$ cat src/hw/rtl/irpdt_pkg.sv
// ----------------------------------------------------------------------------
// irpdt_pkg
// Shared types and constants of the pulse-distance IR transmitter.
// ----------------------------------------------------------------------------
package irpdt_pkg;

  localparam int unsigned REG_COUNT   = 8;
  localparam int unsigned CFG_INDEX_W = 3;
  localparam int unsigned LEN_RESET_W = 16;
  localparam int unsigned FRAME_BITS  = 32;
  localparam int unsigned BIT_POS_W   = 5;

  typedef enum logic [CFG_INDEX_W-1:0] {
    REG_HDR_MARK   = 3'd0,
    REG_HDR_SPACE  = 3'd1,
    REG_BIT_MARK   = 3'd2,
    REG_ZERO_SPACE = 3'd3,
    REG_ONE_SPACE  = 3'd4,
    REG_REP_SPACE  = 3'd5,
    REG_TAIL_MARK  = 3'd6,
    REG_TAIL_SPACE = 3'd7
  } reg_index_t;

  localparam logic [LEN_RESET_W-1:0] LEN_RESET [REG_COUNT] = '{
    16'd750, 16'd380, 16'd50, 16'd48, 16'd138, 16'd200, 16'd20, 16'd30
  };

  localparam logic OP_TICK  = 1'b0;
  localparam logic OP_START = 1'b1;

  typedef enum logic [8:0] {
    PH_IDLE       = 9'b000000001,
    PH_HDR_MARK   = 9'b000000010,
    PH_HDR_SPACE  = 9'b000000100,
    PH_BIT_MARK   = 9'b000001000,
    PH_BIT_SPACE  = 9'b000010000,
    PH_REP_MARK   = 9'b000100000,
    PH_REP_SPACE  = 9'b001000000,
    PH_TAIL_MARK  = 9'b010000000,
    PH_TAIL_SPACE = 9'b100000000
  } phase_t;

  typedef struct packed {
    logic carrier_enable;
    logic busy_res;
    logic frame_done;
  } result_t;

endpackage

$ cat src/hw/rtl/irpdt_cfg_regs.sv
// ----------------------------------------------------------------------------
// irpdt_cfg_regs
// Segment length registers, written through the configuration channel.
// ----------------------------------------------------------------------------
module irpdt_cfg_regs #(
  parameter int unsigned DURATION_WIDTH = 12
) (
  input  logic                                                  clk,
  input  logic                                                  rst_n,
  input  logic                                                  wr_en,
  input  logic [irpdt_pkg::CFG_INDEX_W-1:0]                     wr_index,
  input  logic [DURATION_WIDTH-1:0]                             wr_data,
  output logic [irpdt_pkg::REG_COUNT-1:0][DURATION_WIDTH-1:0]   durations
);
  import irpdt_pkg::*;

  logic [REG_COUNT-1:0][DURATION_WIDTH-1:0] len_r;

  always_ff @(posedge clk) begin
    if (!rst_n) begin
      for (int i = 0; i < REG_COUNT; i++) begin
        len_r[i] <= LEN_RESET[i][DURATION_WIDTH-1:0];
      end
    end else if (wr_en) begin
      len_r[wr_index] <= wr_data;
    end
  end

  assign durations = len_r;

endmodule

$ cat src/hw/rtl/irpdt_sequencer.sv
// ----------------------------------------------------------------------------
// irpdt_sequencer
// Frame state: phase, segment timer, bit shifter and repeat counter.
// ----------------------------------------------------------------------------
module irpdt_sequencer #(
  parameter int unsigned DURATION_WIDTH = 12
) (
  input  logic                                                  clk,
  input  logic                                                  rst_n,
  input  logic                                                  xfer,
  input  logic                                                  op,
  input  logic [7:0]                                            address,
  input  logic [7:0]                                            command,
  input  logic [7:0]                                            repeat_count,
  input  logic [irpdt_pkg::REG_COUNT-1:0][DURATION_WIDTH-1:0]   durations,
  output irpdt_pkg::result_t                                    result
);
  import irpdt_pkg::*;

  localparam logic [DURATION_WIDTH-1:0] LEN_ONE = DURATION_WIDTH'(1);

  phase_t                      phase_r, phase_nxt;
  logic [DURATION_WIDTH-1:0]   tick_r, tick_nxt;
  logic [BIT_POS_W-1:0]        bit_pos_r, bit_pos_nxt;
  logic [FRAME_BITS-1:0]       shift_r, shift_nxt;
  logic [7:0]                  repeats_r, repeats_nxt;
  logic                        seg_end;

  function automatic logic [DURATION_WIDTH-1:0] seg_len(input logic [DURATION_WIDTH-1:0] v);
    return (v == '0) ? LEN_ONE : v;
  endfunction

  assign seg_end = (tick_r[DURATION_WIDTH-1:1] == '0);

  always_comb begin
    phase_nxt   = phase_r;
    tick_nxt    = tick_r;
    bit_pos_nxt = bit_pos_r;
    shift_nxt   = shift_r;
    repeats_nxt = repeats_r;
    result      = '0;
    if (xfer) begin
      if (op == OP_START) begin
        result.busy_res = 1'b1;
        if (phase_r == PH_IDLE) begin
          shift_nxt   = {address, ~address, command, ~command};
          repeats_nxt = repeat_count;
          bit_pos_nxt = '0;
          phase_nxt   = PH_HDR_MARK;
          tick_nxt    = seg_len(durations[REG_HDR_MARK]);
        end
      end else if (phase_r != PH_IDLE) begin
        result.busy_res       = 1'b1;
        result.carrier_enable = (phase_r == PH_HDR_MARK) || (phase_r == PH_BIT_MARK) ||
                                (phase_r == PH_REP_MARK) || (phase_r == PH_TAIL_MARK);
        if (tick_r != '0) begin
          tick_nxt = tick_r - LEN_ONE;
        end
        if (seg_end) begin
          unique case (phase_r)
            PH_HDR_MARK: begin
              phase_nxt = PH_HDR_SPACE;
              tick_nxt  = seg_len(durations[REG_HDR_SPACE]);
            end
            PH_HDR_SPACE: begin
              bit_pos_nxt = '0;
              phase_nxt   = PH_BIT_MARK;
              tick_nxt    = seg_len(durations[REG_BIT_MARK]);
            end
            PH_BIT_MARK: begin
              phase_nxt = PH_BIT_SPACE;
              tick_nxt  = shift_r[FRAME_BITS-1] ? seg_len(durations[REG_ONE_SPACE])
                                                : seg_len(durations[REG_ZERO_SPACE]);
            end
            PH_BIT_SPACE: begin
              shift_nxt   = {shift_r[FRAME_BITS-2:0], 1'b0};
              bit_pos_nxt = bit_pos_r + 1'b1;
              if (bit_pos_r == '1) begin
                if (repeats_r == '0) begin
                  phase_nxt = PH_TAIL_MARK;
                  tick_nxt  = seg_len(durations[REG_TAIL_MARK]);
                end else begin
                  phase_nxt = PH_REP_MARK;
                  tick_nxt  = seg_len(durations[REG_HDR_MARK]);
                end
              end else begin
                phase_nxt = PH_BIT_MARK;
                tick_nxt  = seg_len(durations[REG_BIT_MARK]);
              end
            end
            PH_REP_MARK: begin
              phase_nxt = PH_REP_SPACE;
              tick_nxt  = seg_len(durations[REG_REP_SPACE]);
            end
            PH_REP_SPACE: begin
              repeats_nxt = repeats_r - 8'd1;
              if (repeats_nxt == '0) begin
                phase_nxt         = PH_IDLE;
                tick_nxt          = '0;
                result.frame_done = 1'b1;
              end else begin
                phase_nxt = PH_REP_MARK;
                tick_nxt  = seg_len(durations[REG_HDR_MARK]);
              end
            end
            PH_TAIL_MARK: begin
              phase_nxt = PH_TAIL_SPACE;
              tick_nxt  = seg_len(durations[REG_TAIL_SPACE]);
            end
            default: begin
              phase_nxt         = PH_IDLE;
              tick_nxt          = '0;
              result.frame_done = 1'b1;
            end
          endcase
        end
      end
    end
  end

  always_ff @(posedge clk) begin
    if (!rst_n) begin
      phase_r   <= PH_IDLE;
      tick_r    <= '0;
      bit_pos_r <= '0;
      shift_r   <= '0;
      repeats_r <= '0;
    end else begin
      phase_r   <= phase_nxt;
      tick_r    <= tick_nxt;
      bit_pos_r <= bit_pos_nxt;
      shift_r   <= shift_nxt;
      repeats_r <= repeats_nxt;
    end
  end

endmodule

$ cat src/hw/rtl/ir_pulse_distance_transmitter.sv
// ----------------------------------------------------------------------------
// ir_pulse_distance_transmitter
// Tick-driven pulse-distance IR frame generator with a skid-buffered output.
// ----------------------------------------------------------------------------
// Usage:
//   Input channel (in_valid/in_stall): a start item (in_op = 1) loads address,
//   command and repeat count; a tick item (in_op = 0) advances the waveform by
//   one time unit. A start while a frame runs is ignored.
//   Result channel (out_valid/out_stall): one result per input item, carrying
//   the carrier enable level, busy and the end-of-frame pulse for that tick.
//   Configuration channel (cfg_valid/cfg_ready): writes the eight segment
//   lengths; cfg_ready is always high. Write only while no result is pending.
//   The result is registered before out_valid rises; one item is taken every
//   cycle while in_stall is low.
//   When the receiver stalls, a second result is held in a skid register;
//   in_stall rises only once that register is full.
//   Reset clears the frame state and loads the default segment lengths.
// ----------------------------------------------------------------------------
module ir_pulse_distance_transmitter #(
  parameter int unsigned DURATION_WIDTH = 12
) (
  input  logic                                  clk,
  input  logic                                  rst_n,
  input  logic                                  in_valid,
  output logic                                  in_stall,
  input  logic                                  in_op,
  input  logic [7:0]                            in_address,
  input  logic [7:0]                            in_command,
  input  logic [7:0]                            in_repeat_count,
  output logic                                  out_valid,
  input  logic                                  out_stall,
  output logic                                  out_carrier_enable,
  output logic                                  out_busy_res,
  output logic                                  out_frame_done,
  input  logic                                  cfg_valid,
  output logic                                  cfg_ready,
  input  logic [irpdt_pkg::CFG_INDEX_W-1:0]     cfg_index,
  input  logic [DURATION_WIDTH-1:0]             cfg_data
);
  import irpdt_pkg::*;

  logic [REG_COUNT-1:0][DURATION_WIDTH-1:0] durations;
  result_t result;
  result_t out_r, out_nxt, skid_r, skid_nxt;
  logic    out_valid_r, out_valid_nxt, skid_valid_r, skid_valid_nxt;
  logic    in_xfer, out_free;

  assign cfg_ready = 1'b1;
  assign in_stall  = skid_valid_r;
  assign in_xfer   = in_valid && !skid_valid_r;
  assign out_free  = !out_valid_r || !out_stall;

  irpdt_cfg_regs #(
    .DURATION_WIDTH(DURATION_WIDTH)
  ) u_cfg (
    .clk      (clk),
    .rst_n    (rst_n),
    .wr_en    (cfg_valid && cfg_ready),
    .wr_index (cfg_index),
    .wr_data  (cfg_data),
    .durations(durations)
  );

  irpdt_sequencer #(
    .DURATION_WIDTH(DURATION_WIDTH)
  ) u_seq (
    .clk         (clk),
    .rst_n       (rst_n),
    .xfer        (in_xfer),
    .op          (in_op),
    .address     (in_address),
    .command     (in_command),
    .repeat_count(in_repeat_count),
    .durations   (durations),
    .result      (result)
  );

  always_comb begin
    out_nxt        = out_r;
    out_valid_nxt  = out_valid_r;
    skid_nxt       = skid_r;
    skid_valid_nxt = skid_valid_r;
    if (out_free) begin
      if (skid_valid_r) begin
        out_nxt        = skid_r;
        out_valid_nxt  = 1'b1;
        skid_valid_nxt = 1'b0;
      end else begin
        out_nxt       = result;
        out_valid_nxt = in_xfer;
      end
    end else if (in_xfer) begin
      skid_nxt       = result;
      skid_valid_nxt = 1'b1;
    end
  end

  always_ff @(posedge clk) begin
    if (!rst_n) begin
      out_valid_r  <= 1'b0;
      skid_valid_r <= 1'b0;
    end else begin
      out_valid_r  <= out_valid_nxt;
      skid_valid_r <= skid_valid_nxt;
    end
    out_r  <= out_nxt;
    skid_r <= skid_nxt;
  end

  assign out_valid          = out_valid_r;
  assign out_carrier_enable = out_r.carrier_enable;
  assign out_busy_res       = out_r.busy_res;
  assign out_frame_done     = out_r.frame_done;

endmodule

$ cat config.mk
export PLATFORM = sky130hd
export DESIGN_NAME = ir_pulse_distance_transmitter
export DESIGN_NICKNAME = d
export VERILOG_FILES = /design/src/hw/rtl/irpdt_pkg.sv /design/src/hw/rtl/irpdt_cfg_regs.sv /design/src/hw/rtl/irpdt_sequencer.sv /design/src/hw/rtl/ir_pulse_distance_transmitter.sv
export SDC_FILE = /design/constraint.sdc
export NUM_CORES = 1
export LEC_CHECK = 0
export BUFFER_PORTS_ARGS = -buffer_cell sky130_fd_sc_hd__buf_4
export CAP_MARGIN = 25
export CORE_MARGIN = 1
export CORE_UTILIZATION = 30
export DETAILED_ROUTE_END_ITERATION = 7
export PLACE_DENSITY_LB_ADDON = 0.2
export SYNTH_ARGS = -nofsm -noshare
export SYNTH_HDL_FRONTEND = slang
export SYNTH_SLANG_ARGS = --single-unit
export TNS_END_PERCENT = 30
$ cat constraint.sdc
create_clock -name clk -period 5.8 [get_ports clk]
set_input_delay 0.58 -clock clk [delete_from_list [all_inputs] [get_ports clk]]
set_output_delay 0.58 -clock clk [all_outputs]
set_load 0.03 [all_outputs]
==> flow_metrics.tcl, run 1 <==
set metrics [dict create \
    drive_gt1_frac 0.103 \
    clk_pin_slew_worst_paths_ns 0.07 \
    cts-hold-fix-buffers 0 \
    synth.yosys.warnings 0 \
    grt_start_max_net_pins 87 \
    critPathCaptureType "flop" \
    final_cell_area_excluding_filler_cells_sq_um 9930 \
    setup_viol_count_final 0 \
    die_y_um 173 \
    fin_nets 1188 \
    post-route-worst-setup-slack_ns 2.88 \
    firstDrtPassIters 5 \
    postSynth.asyncResetShare 0 \
    final-seq-area_sq_um 3460 \
    post_drt_wl_per_cell_um 19.5 \
    syn_nets 1206 \
    num_vias 8493 \
    ys_seq_area_frac 0.395 \
    setup_total_negative_slack_ns 0 \
    clock_buffers_created_by_tritoncts 17 \
    detail_route.iter0.violations 749 \
    flip_flop_cell_with_the_highest_count_after_synthesis "dfxtp_1" \
    cts_max_path_buffers 2 \
    overflow 0 \
    worst-slew-pin-transition_ns 0.994 \
    slowest_stage_cell_on_the_critical_path "a21oi_1" \
    period_minus_slack_ns 2.92 \
    leakage_uw 0.00350 \
    multi_input_comb_area_sq_um 4870 \
    post-cts-setup-buffer-count 0 \
    clock_network_latency_to_the_later_pin_of_the_worst_skew_pair_ns 0.44 \
    critPathMostFrequentCell "a21oi_1" \
    cp-start-kind "flop" \
    rsz_0062_raised_after_global_routing "false" \
    criticalPathCategory "reg -> reg" \
    timing.reg2reg.setup_slack_ns 2.88 \
    effective_utilization_at_floorplan 0.306 \
    fillers 3095 \
    powerDensity_nw_per_um2 301 \
    first_global_vias 7919 \
    syn-cell-area_sq_um 8770 \
    cts_tree "done" \
    clock_tree.root_cell "clkbuf_16" \
    floorplan.rows 62 \
    postSynthAreaPerCell_sq_um 7.59 \
    run_status "finished, final reports clean" \
    hpwl_um 20700 \
    top_level_ports 51 \
    ys_seq_elements 170 \
    wirelength_um 29900 \
    timing.clock.skew_ns 0.0146 \
    number_of_sinks_driven_by_the_clock_tree 170 \
    ctsResizeCount 0 \
    grt_first_pass_wirelength_um 46800 \
    design.core.area_sq_um 28700 \
    min_path_type "in -> reg" \
    placement.io_buffers 49 \
    max_slew_margin 0.337 \
    critical_path_peak_fanout 14 \
    clock_tree.htree_level_count 4 \
    route.detailed.vias_per_inst 5.54 \
    route.detailed.drc 0 \
    synth-edff-count 6 \
    max_clock_freq_mhz 342 \
    irDropWorstVdd_uv 155 \
    worst-endpoint-arrival_ns 3.28 \
    timing.final.hold_violations 0 \
    gr-usage-all-layers 0.200 \
    syn2layout_area_growth_pct 13.3 \
    die-width_um 173 \
    finalCritPeriodShare 0.504 \
    max_cap_violations 0 \
    cp_slowest_stage_delay_ns 0.65 \
    place_worst_setup_slack_ns 2.61 \
    synthesis.instances 1155 \
    worstPathCellList "nor4_1 -> and3b_1 -> nand2_1 -> a21oi_1 -> nand3_1 -> a21oi_1" \
    ys_types 79 \
    die_area_sq_um 29900 \
    post_route_antenna_net_violation_count 0 \
    antenna_found_initial 1 \
    finalMaxSlewViolations 0 \
    crit_required_ns 6.16 \
    placedInstanceArea_sq_um 9300 \
    routabilityCongestion 0.890 \
]
critical path, delay by kind of cell, from the launching register on:
| family | cells | cell delay (ns) |
|---|---|---|
| flops | 1 | 0.34 |
| compound gates | 2 | 0.82 |
| simple gates | 4 | 1.66 |
metrics by stage:
step	utilization	hold WS, ns	std cells	power, uW
final	0.346	0.426	1534	2990
after global routing	0.346	0.429	1533	3120
after CTS	0.345	0.423	1532	3000
after detailed placement	0.324	0.444	1501	1790
after global placement	0.324	0.441	1501	1790
after floorplan	-	0.429	1155	1650
cell families (layout without fill, tap and decap cells):
logic type / count (synthesis) / after routing / share of synthesized area
buffers and inverters: 108 / 102 / 0.0505
adder cells (fa/ha/maj): 6 / 6 / 0.00856
AO/OA/AOI/OAI: 302 / 302 / 0.228
other: 1 / 2 / 0.000428
AND/OR/NAND/NOR: 539 / 539 / 0.286
flip-flops: 170 / 170 / 0.395
multiplexers: 20 / 20 / 0.0235
XOR/XNOR: 9 / 9 / 0.00899
flip-flops by register name, summed over array words and instances, names as in the netlist:
register            count
u_seq.tick_r           12
u_seq.shift_r          32
out_valid               1
u_seq.bit_pos_r         5
out_frame_done          1
skid_r                  3
out_carrier_enable      1
u_seq.repeats_r         8
in_stall                1
out_busy_res            1
u_seq.phase_r           9
u_cfg.durations        96
synthesized netlist by cell type, types with 6 or more instances:
cell	n	area [sq um]
nor4_1	24	150
nand3_1	55	275
clkbuf_1	71	267
o21ai_0	30	150
a31oi_1	12	75.1
mux2i_1	15	150
xor2_1	6	52.6
clkbuf_2	12	60.1
o211ai_1	20	150
dfxtp_1	164	3280
o31ai_1	6	45.0
nand2b_1	10	62.6
inv_1	11	41.3
nand4_1	12	75.1
a21oi_1	121	606
a22oi_1	16	120
edfxtp_1	6	180
a311oi_1	18	158
and3_1	6	37.5
nand2_1	290	1090
ha_1	6	75.1
a211oi_1	9	67.6
nor2b_1	11	68.8
and3b_1	6	52.6
a21o_1	7	52.6
nor2_1	66	248
buf_2	9	45.0
nor3_1	27	135
final cells by class:
class,instances,share of cell area
clock buffers,18,0.0432
flip-flops and latches,170,0.349
multi-input cells,877,0.490
diodes,1,0.000252
well taps,384,0.0484
repair buffers,59,0.0458
clock inverters,13,0.0186
inverters,12,0.00479
routing by layer:
metal / share of wire / GRT usage
met1: 0.46 / 0.274
met2: 0.45 / 0.309
met3: 0.064 / 0.0424
met4: 0.023 / 0.0719
met5: 0 / 0
placed cells by master (no fill, tap or decap), drive strengths merged, types with 7 or more instances in the layout:
cell type	count
nor4	27
nand3	55
a311oi	18
nand2b	10
nand2	290
a211oi	9
inv	17
mux2i	15
a22oi	16
buf	59
o211ai	20
nor3	31
a31oi	12
a21o	7
o21ai	31
clkbuf	18
nor2	67
nand4	12
a21oi	124
nor2b	11
dfxtp	164
power by group:
group | internal (uW) | leakage, uW | switching [uW]
sequential | 1220 | 0.00140 | 59.1
combinational | 180 | 0.00181 | 315
clock | 689 | 0.000293 | 527
worst paths after layout:
path                                        from          endpoint  cells after the start
worst max register to register   u_seq.tick_r[7]  u_seq.phase_r[3]                      6
worst max-delay path             u_seq.tick_r[7]  u_seq.phase_r[3]                      6
worst min register to register  u_seq.shift_r[7]  u_seq.shift_r[7]                      2
worst min-delay path                    in_valid          in_stall                      3
No activity file was read; power rests on OpenSTA's default activity.
==> inputs of run 2 (changes only) <==
clock period = 3.06 ns   (was 5.8 ns; I/O delays follow)
==> flow_metrics.tcl, run 2 (synthesis results as in run 1) <==
set metrics [dict create \
    run_status "finished, final reports clean" \
    min_path_type "in -> reg" \
    cp-start-kind "flop" \
    post_drt_wl_per_cell_um 19.5 \
    die_y_um 173 \
    post_route_antenna_net_violation_count 0 \
    irDropWorstVdd_uv 357 \
    criticalPathCategory "reg -> reg" \
    num_vias 8542 \
    critical_path_peak_fanout 11 \
    syn2layout_area_growth_pct 14.7 \
    finalCritPeriodShare 0.916 \
    crit_required_ns 3.37 \
    routabilityCongestion 0.892 \
    clock_network_latency_to_the_later_pin_of_the_worst_skew_pair_ns 0.45 \
    effective_utilization_at_floorplan 0.306 \
    grt_start_max_net_pins 51 \
    leakage_uw 0.00359 \
    worst-endpoint-arrival_ns 3.11 \
    layout.cells.most_common "nand2_1" \
    fin_nets 1204 \
    n_diodes 0 \
    grt_first_pass_wirelength_um 47100 \
    max_clock_freq_mhz 357 \
    gr-usage-all-layers 0.202 \
    worstPathCellList "or4_4 -> o41a_1 -> nor3_4 -> a21oi_2 -> buf_4 -> a211oi_1 -> o2bb2ai_1" \
    fillers 3108 \
    timing.clock.skew_ns 0.0139 \
    antenna_found_initial 0 \
    post-cts-setup-buffer-count 0 \
    number_of_sinks_driven_by_the_clock_tree 170 \
    placement.io_buffers 49 \
    max_slew_margin 0.384 \
    cts-hold-fix-buffers 0 \
    ctsResizeCount 0 \
    layout.cells.most_common_list "290 x nand2_1, 164 x dfxtp_1, 121 x a21oi_1" \
    largest_register_ffs 96 \
    floorplan.rows 62 \
    die_area_sq_um 29900 \
    route.detailed.drc 0 \
    groute.layer.met1.usage 0.288 \
    cts_max_path_buffers 2 \
    max_cap_violations 0 \
    route.detailed.vias_per_inst 5.51 \
    setup_viol_count_final 0 \
    finalMaxSlewViolations 0 \
    groute.layer.met3.usage 0.0306 \
    drive_gt1_frac 0.117 \
    cts_tree "done" \
    detail_route.iter0.violations 729 \
    rsz_0062_raised_after_global_routing "false" \
    firstDrtPassIters 7 \
    clk_pin_slew_worst_paths_ns 0.07 \
    design.core.area_sq_um 28700 \
    critPathCaptureType "flop" \
    top_level_ports 51 \
    clock_tree.htree_level_count 4 \
    clock_tree.root_cell "clkbuf_16" \
    clock_buffers_created_by_tritoncts 17 \
    powerDensity_nw_per_um2 565 \
    setup_total_negative_slack_ns 0 \
    period_minus_slack_ns 2.80 \
    grt_util_met2 0.317 \
    cp_slowest_stage_delay_ns 0.67 \
    wirelength_um 30100 \
    die-width_um 173 \
    grt.busiest_layer "met2" \
    worst-slew-pin-transition_ns 0.921 \
    first_global_vias 7902 \
    timing.final.hold_violations 0 \
    place_worst_setup_slack_ns 0.262 \
    post-route-worst-setup-slack_ns 0.258 \
    hpwl_um 21100 \
    slowest_stage_cell_on_the_critical_path "or4_4" \
    overflow 0 \
]
==> run 2: cell types whose count changed in the layout (fill, tap and decap cells not counted) <==
cell / delta
buf_4: +16
clkinv_8: +3
inv_8: +3
bufinv_16: -2
clkinvlp_4: -2
clkbuf_1: -1
clkinv_4: -1
diode_2: -1
inv_6: +1
==> run 2: final cells by class <==
type / instances / area (sq um) / area share
Multi-Input combinational cell: 877 / 4870 / 0.484
Inverter: 12 / 47.5 / 0.00473
Sequential cell: 170 / 3460 / 0.344
Clock inverter: 15 / 193 / 0.0192
Tap cell: 384 / 480 / 0.0478
Clock buffer: 17 / 425 / 0.0423
Timing Repair Buffer: 75 / 576 / 0.0572
==> run 2: critical path: cells and delay by family (launching register included) <==
family	cells	cell delay (ns)
flip-flops	1	0.40
AND/OR/NAND/NOR	2	1.01
AO/OA/AOI/OAI	4	1.06
buffers and inverters	1	0.20
==> run 2: worst paths after layout <==
| check | from | end | slack (ns) | cells past startpoint |
|---|---|---|---|---|
| setup / recovery | u_seq.repeats_r[2] | u_seq.tick_r[7] | 0.26 | 7 |
| hold / removal | in_valid | in_stall | 0.16 | 3 |
| setup reg to reg | u_seq.repeats_r[2] | u_seq.tick_r[7] | 0.26 | 7 |
| hold reg to reg | u_seq.shift_r[7] | u_seq.shift_r[7] | 0.45 | 2 |
==> run 2: through the flow <==
| step | area, sq um | power [uW] | instances | hold slack (ns) | util |
|---|---|---|---|---|---|
| finish | 10100 | 5680 | 1550 | 0.156 | 0.350 |
| global route | 10100 | 5920 | 1550 | 0.174 | 0.350 |
| CTS | 10100 | 5730 | 1550 | 0.151 | 0.350 |
| detailed placement | 9440 | 3440 | 1518 | 0.447 | 0.329 |
| global placement | 9440 | 3440 | 1518 | 0.440 | 0.329 |
| floorplan | 8770 | 3130 | 1155 | 0.429 | - |
==> run 2: power by group <==
part | total (uW) | internal [uW] | switching (uW) | leakage, uW
combinational | 969 | 372 | 597 | 0.00189
sequential | 2430 | 2320 | 109 | 0.00140
clock | 2280 | 1190 | 1100 | 0.000302
==> run 2: routing by layer <==
layer | wire length (um) | part of all wire | vias to the layer above
met5 | 0 | 0 | -
met3 | 1790 | 0.059 | 24
met1 | 14300 | 0.47 | 4086
li1 | - | - | 4142
met2 | 13700 | 0.45 | 290
met4 | 354 | 0.012 | 0
==> inputs of run 3 (changes only) <==
CAP_MARGIN = default   (was 25)
CORE_UTILIZATION = 50   (was 30)
==> flow_metrics.tcl, run 3 (synthesis results as in run 1) <==
set metrics [dict create \
    clk_pin_slew_worst_paths_ns 0.07 \
    timing.clock.skew_ns 0.00844 \
    leakage_uw 0.00353 \
    placement.io_buffers 49 \
    first_global_vias 7805 \
    layout.cells.most_common "nand2_1" \
    firstDrtPassIters 8 \
    floorplan.rows 48 \
    place_worst_setup_slack_ns 0.418 \
    setup_total_negative_slack_ns 0 \
    setup_viol_count_final 0 \
    num_vias 8622 \
    run_status "finished, final reports clean" \
    clock_tree.htree_level_count 4 \
    clock_network_latency_to_the_later_pin_of_the_worst_skew_pair_ns 0.44 \
    ctsResizeCount 0 \
    finalMaxSlewViolations 0 \
    period_minus_slack_ns 2.69 \
    groute.layer.met1.usage 0.412 \
    critical_path_peak_fanout 11 \
    post-route-worst-setup-slack_ns 0.371 \
    drive_gt1_frac 0.110 \
    fin_nets 1197 \
    post_route_antenna_net_violation_count 0 \
    design.core.area_sq_um 17200 \
    final_core_utilization 0.566 \
    critical-path-top-delay-family "compound AO/OA/AOI/OAI gates" \
    grt_first_pass_wirelength_um 42700 \
    crit_required_ns 3.39 \
    cp_slowest_stage_delay_ns 0.66 \
    effective_utilization_at_floorplan 0.509 \
    post_drt_wl_per_cell_um 19.6 \
    number_of_sinks_driven_by_the_clock_tree 170 \
    hpwl_um 18800 \
    syn2layout_area_growth_pct 11.3 \
    gr-usage-all-layers 0.306 \
    clock_buffers_created_by_tritoncts 17 \
    critPathCaptureType "flop" \
    min_path_type "in -> reg" \
    crit_buf_inv 0 \
    clock_tree.root_cell "clkbuf_16" \
    largest_register_ffs 96 \
    rsz_0062_raised_after_global_routing "false" \
    finalCritPeriodShare 0.879 \
    layout.cells.most_common_list "290 x nand2_1, 164 x dfxtp_1, 121 x a21oi_1" \
    post-cts-setup-buffer-count 0 \
    powerDensity_nw_per_um2 560 \
    cts_tree "done" \
    timing.final.hold_violations 0 \
    cts_max_path_buffers 2 \
    top_level_ports 51 \
    detail_route.iter0.violations 953 \
    n_diodes 0 \
    max_cap_violations 0 \
    criticalPathCategory "reg -> reg" \
    die_area_sq_um 18100 \
    routabilityCongestion 0.992 \
    die_y_um 134 \
    grt_start_max_net_pins 75 \
    slowest_stage_cell_on_the_critical_path "or4_4" \
    fillers 1628 \
    route.detailed.vias_per_inst 6.23 \
    irDropWorstVdd_uv 425 \
    cts-hold-fix-buffers 0 \
    cp-start-kind "flop" \
    groute.layer.met3.usage 0.0695 \
    worst-endpoint-arrival_ns 3.02 \
    max_slew_margin 0.382 \
    total_power_uw 5470 \
    worstPathCellList "or4_4 -> o41a_1 -> nor3_4 -> a21oi_2 -> a221o_1 -> a32o_1" \
    antenna_found_initial 0 \
    grt_util_met2 0.470 \
    die-width_um 134 \
    grt.busiest_layer "met2" \
    wirelength_um 27100 \
    route.detailed.drc 0 \
    overflow 0 \
    worst-slew-pin-transition_ns 0.924 \
    max_clock_freq_mhz 372 \
]
[run 3: per-stage QoR]
step	cells	instance area, sq um	hold WS, ns
floorplan	1155	8770	0.429
global placement	1352	9190	0.438
detailed placement	1352	9190	0.444
CTS	1384	9760	0.161
global route	1384	9760	0.169
finish	1384	9760	0.174
[run 3: metal layers]
layer	part of all wire	routed length (um)
met1	0.43	11600
met2	0.45	12100
met3	0.090	2440
met4	0.035	955
met5	0	0
[run 3: power breakdown]
part	switching (uW)	total (uW)	internal (uW)	leakage, uW
Combinational	571	927	356	0.00186
Sequential	109	2430	2320	0.00140
Clock	1030	2110	1090	0.000280
[run 3: path summary, 6_finish.rpt]
| path | from | end | slack [ns] | cells past startpoint |
|---|---|---|---|---|
| worst min register to register | u_seq.shift_r[16] | u_seq.shift_r[16] | 0.45 | 2 |
| worst max-delay path | u_seq.repeats_r[2] | u_seq.tick_r[3] | 0.37 | 6 |
| worst min-delay path | in_address[4] | u_seq.shift_r[28] | 0.17 | 3 |
| worst max register to register | u_seq.repeats_r[2] | u_seq.tick_r[3] | 0.37 | 6 |
[run 3: worst register-to-register path: cells and delay by family, from the launching register on]
family / cells / cell delay (ns)
DFF: 1 / 0.40
and+or+nand+nor: 2 / 0.94
AOI/OAI and AO/OA: 4 / 1.24
[run 3: final cells by class]
class                      count  area, sq um  area share
clock buffer                  17          425      0.0436
multi-input combinational    877         4860       0.498
clock inverter                15          144      0.0147
timing repair buffer          68          536      0.0549
inverter                      12         46.3     0.00474
sequential                   170         3460       0.355
tap                          225          282      0.0288
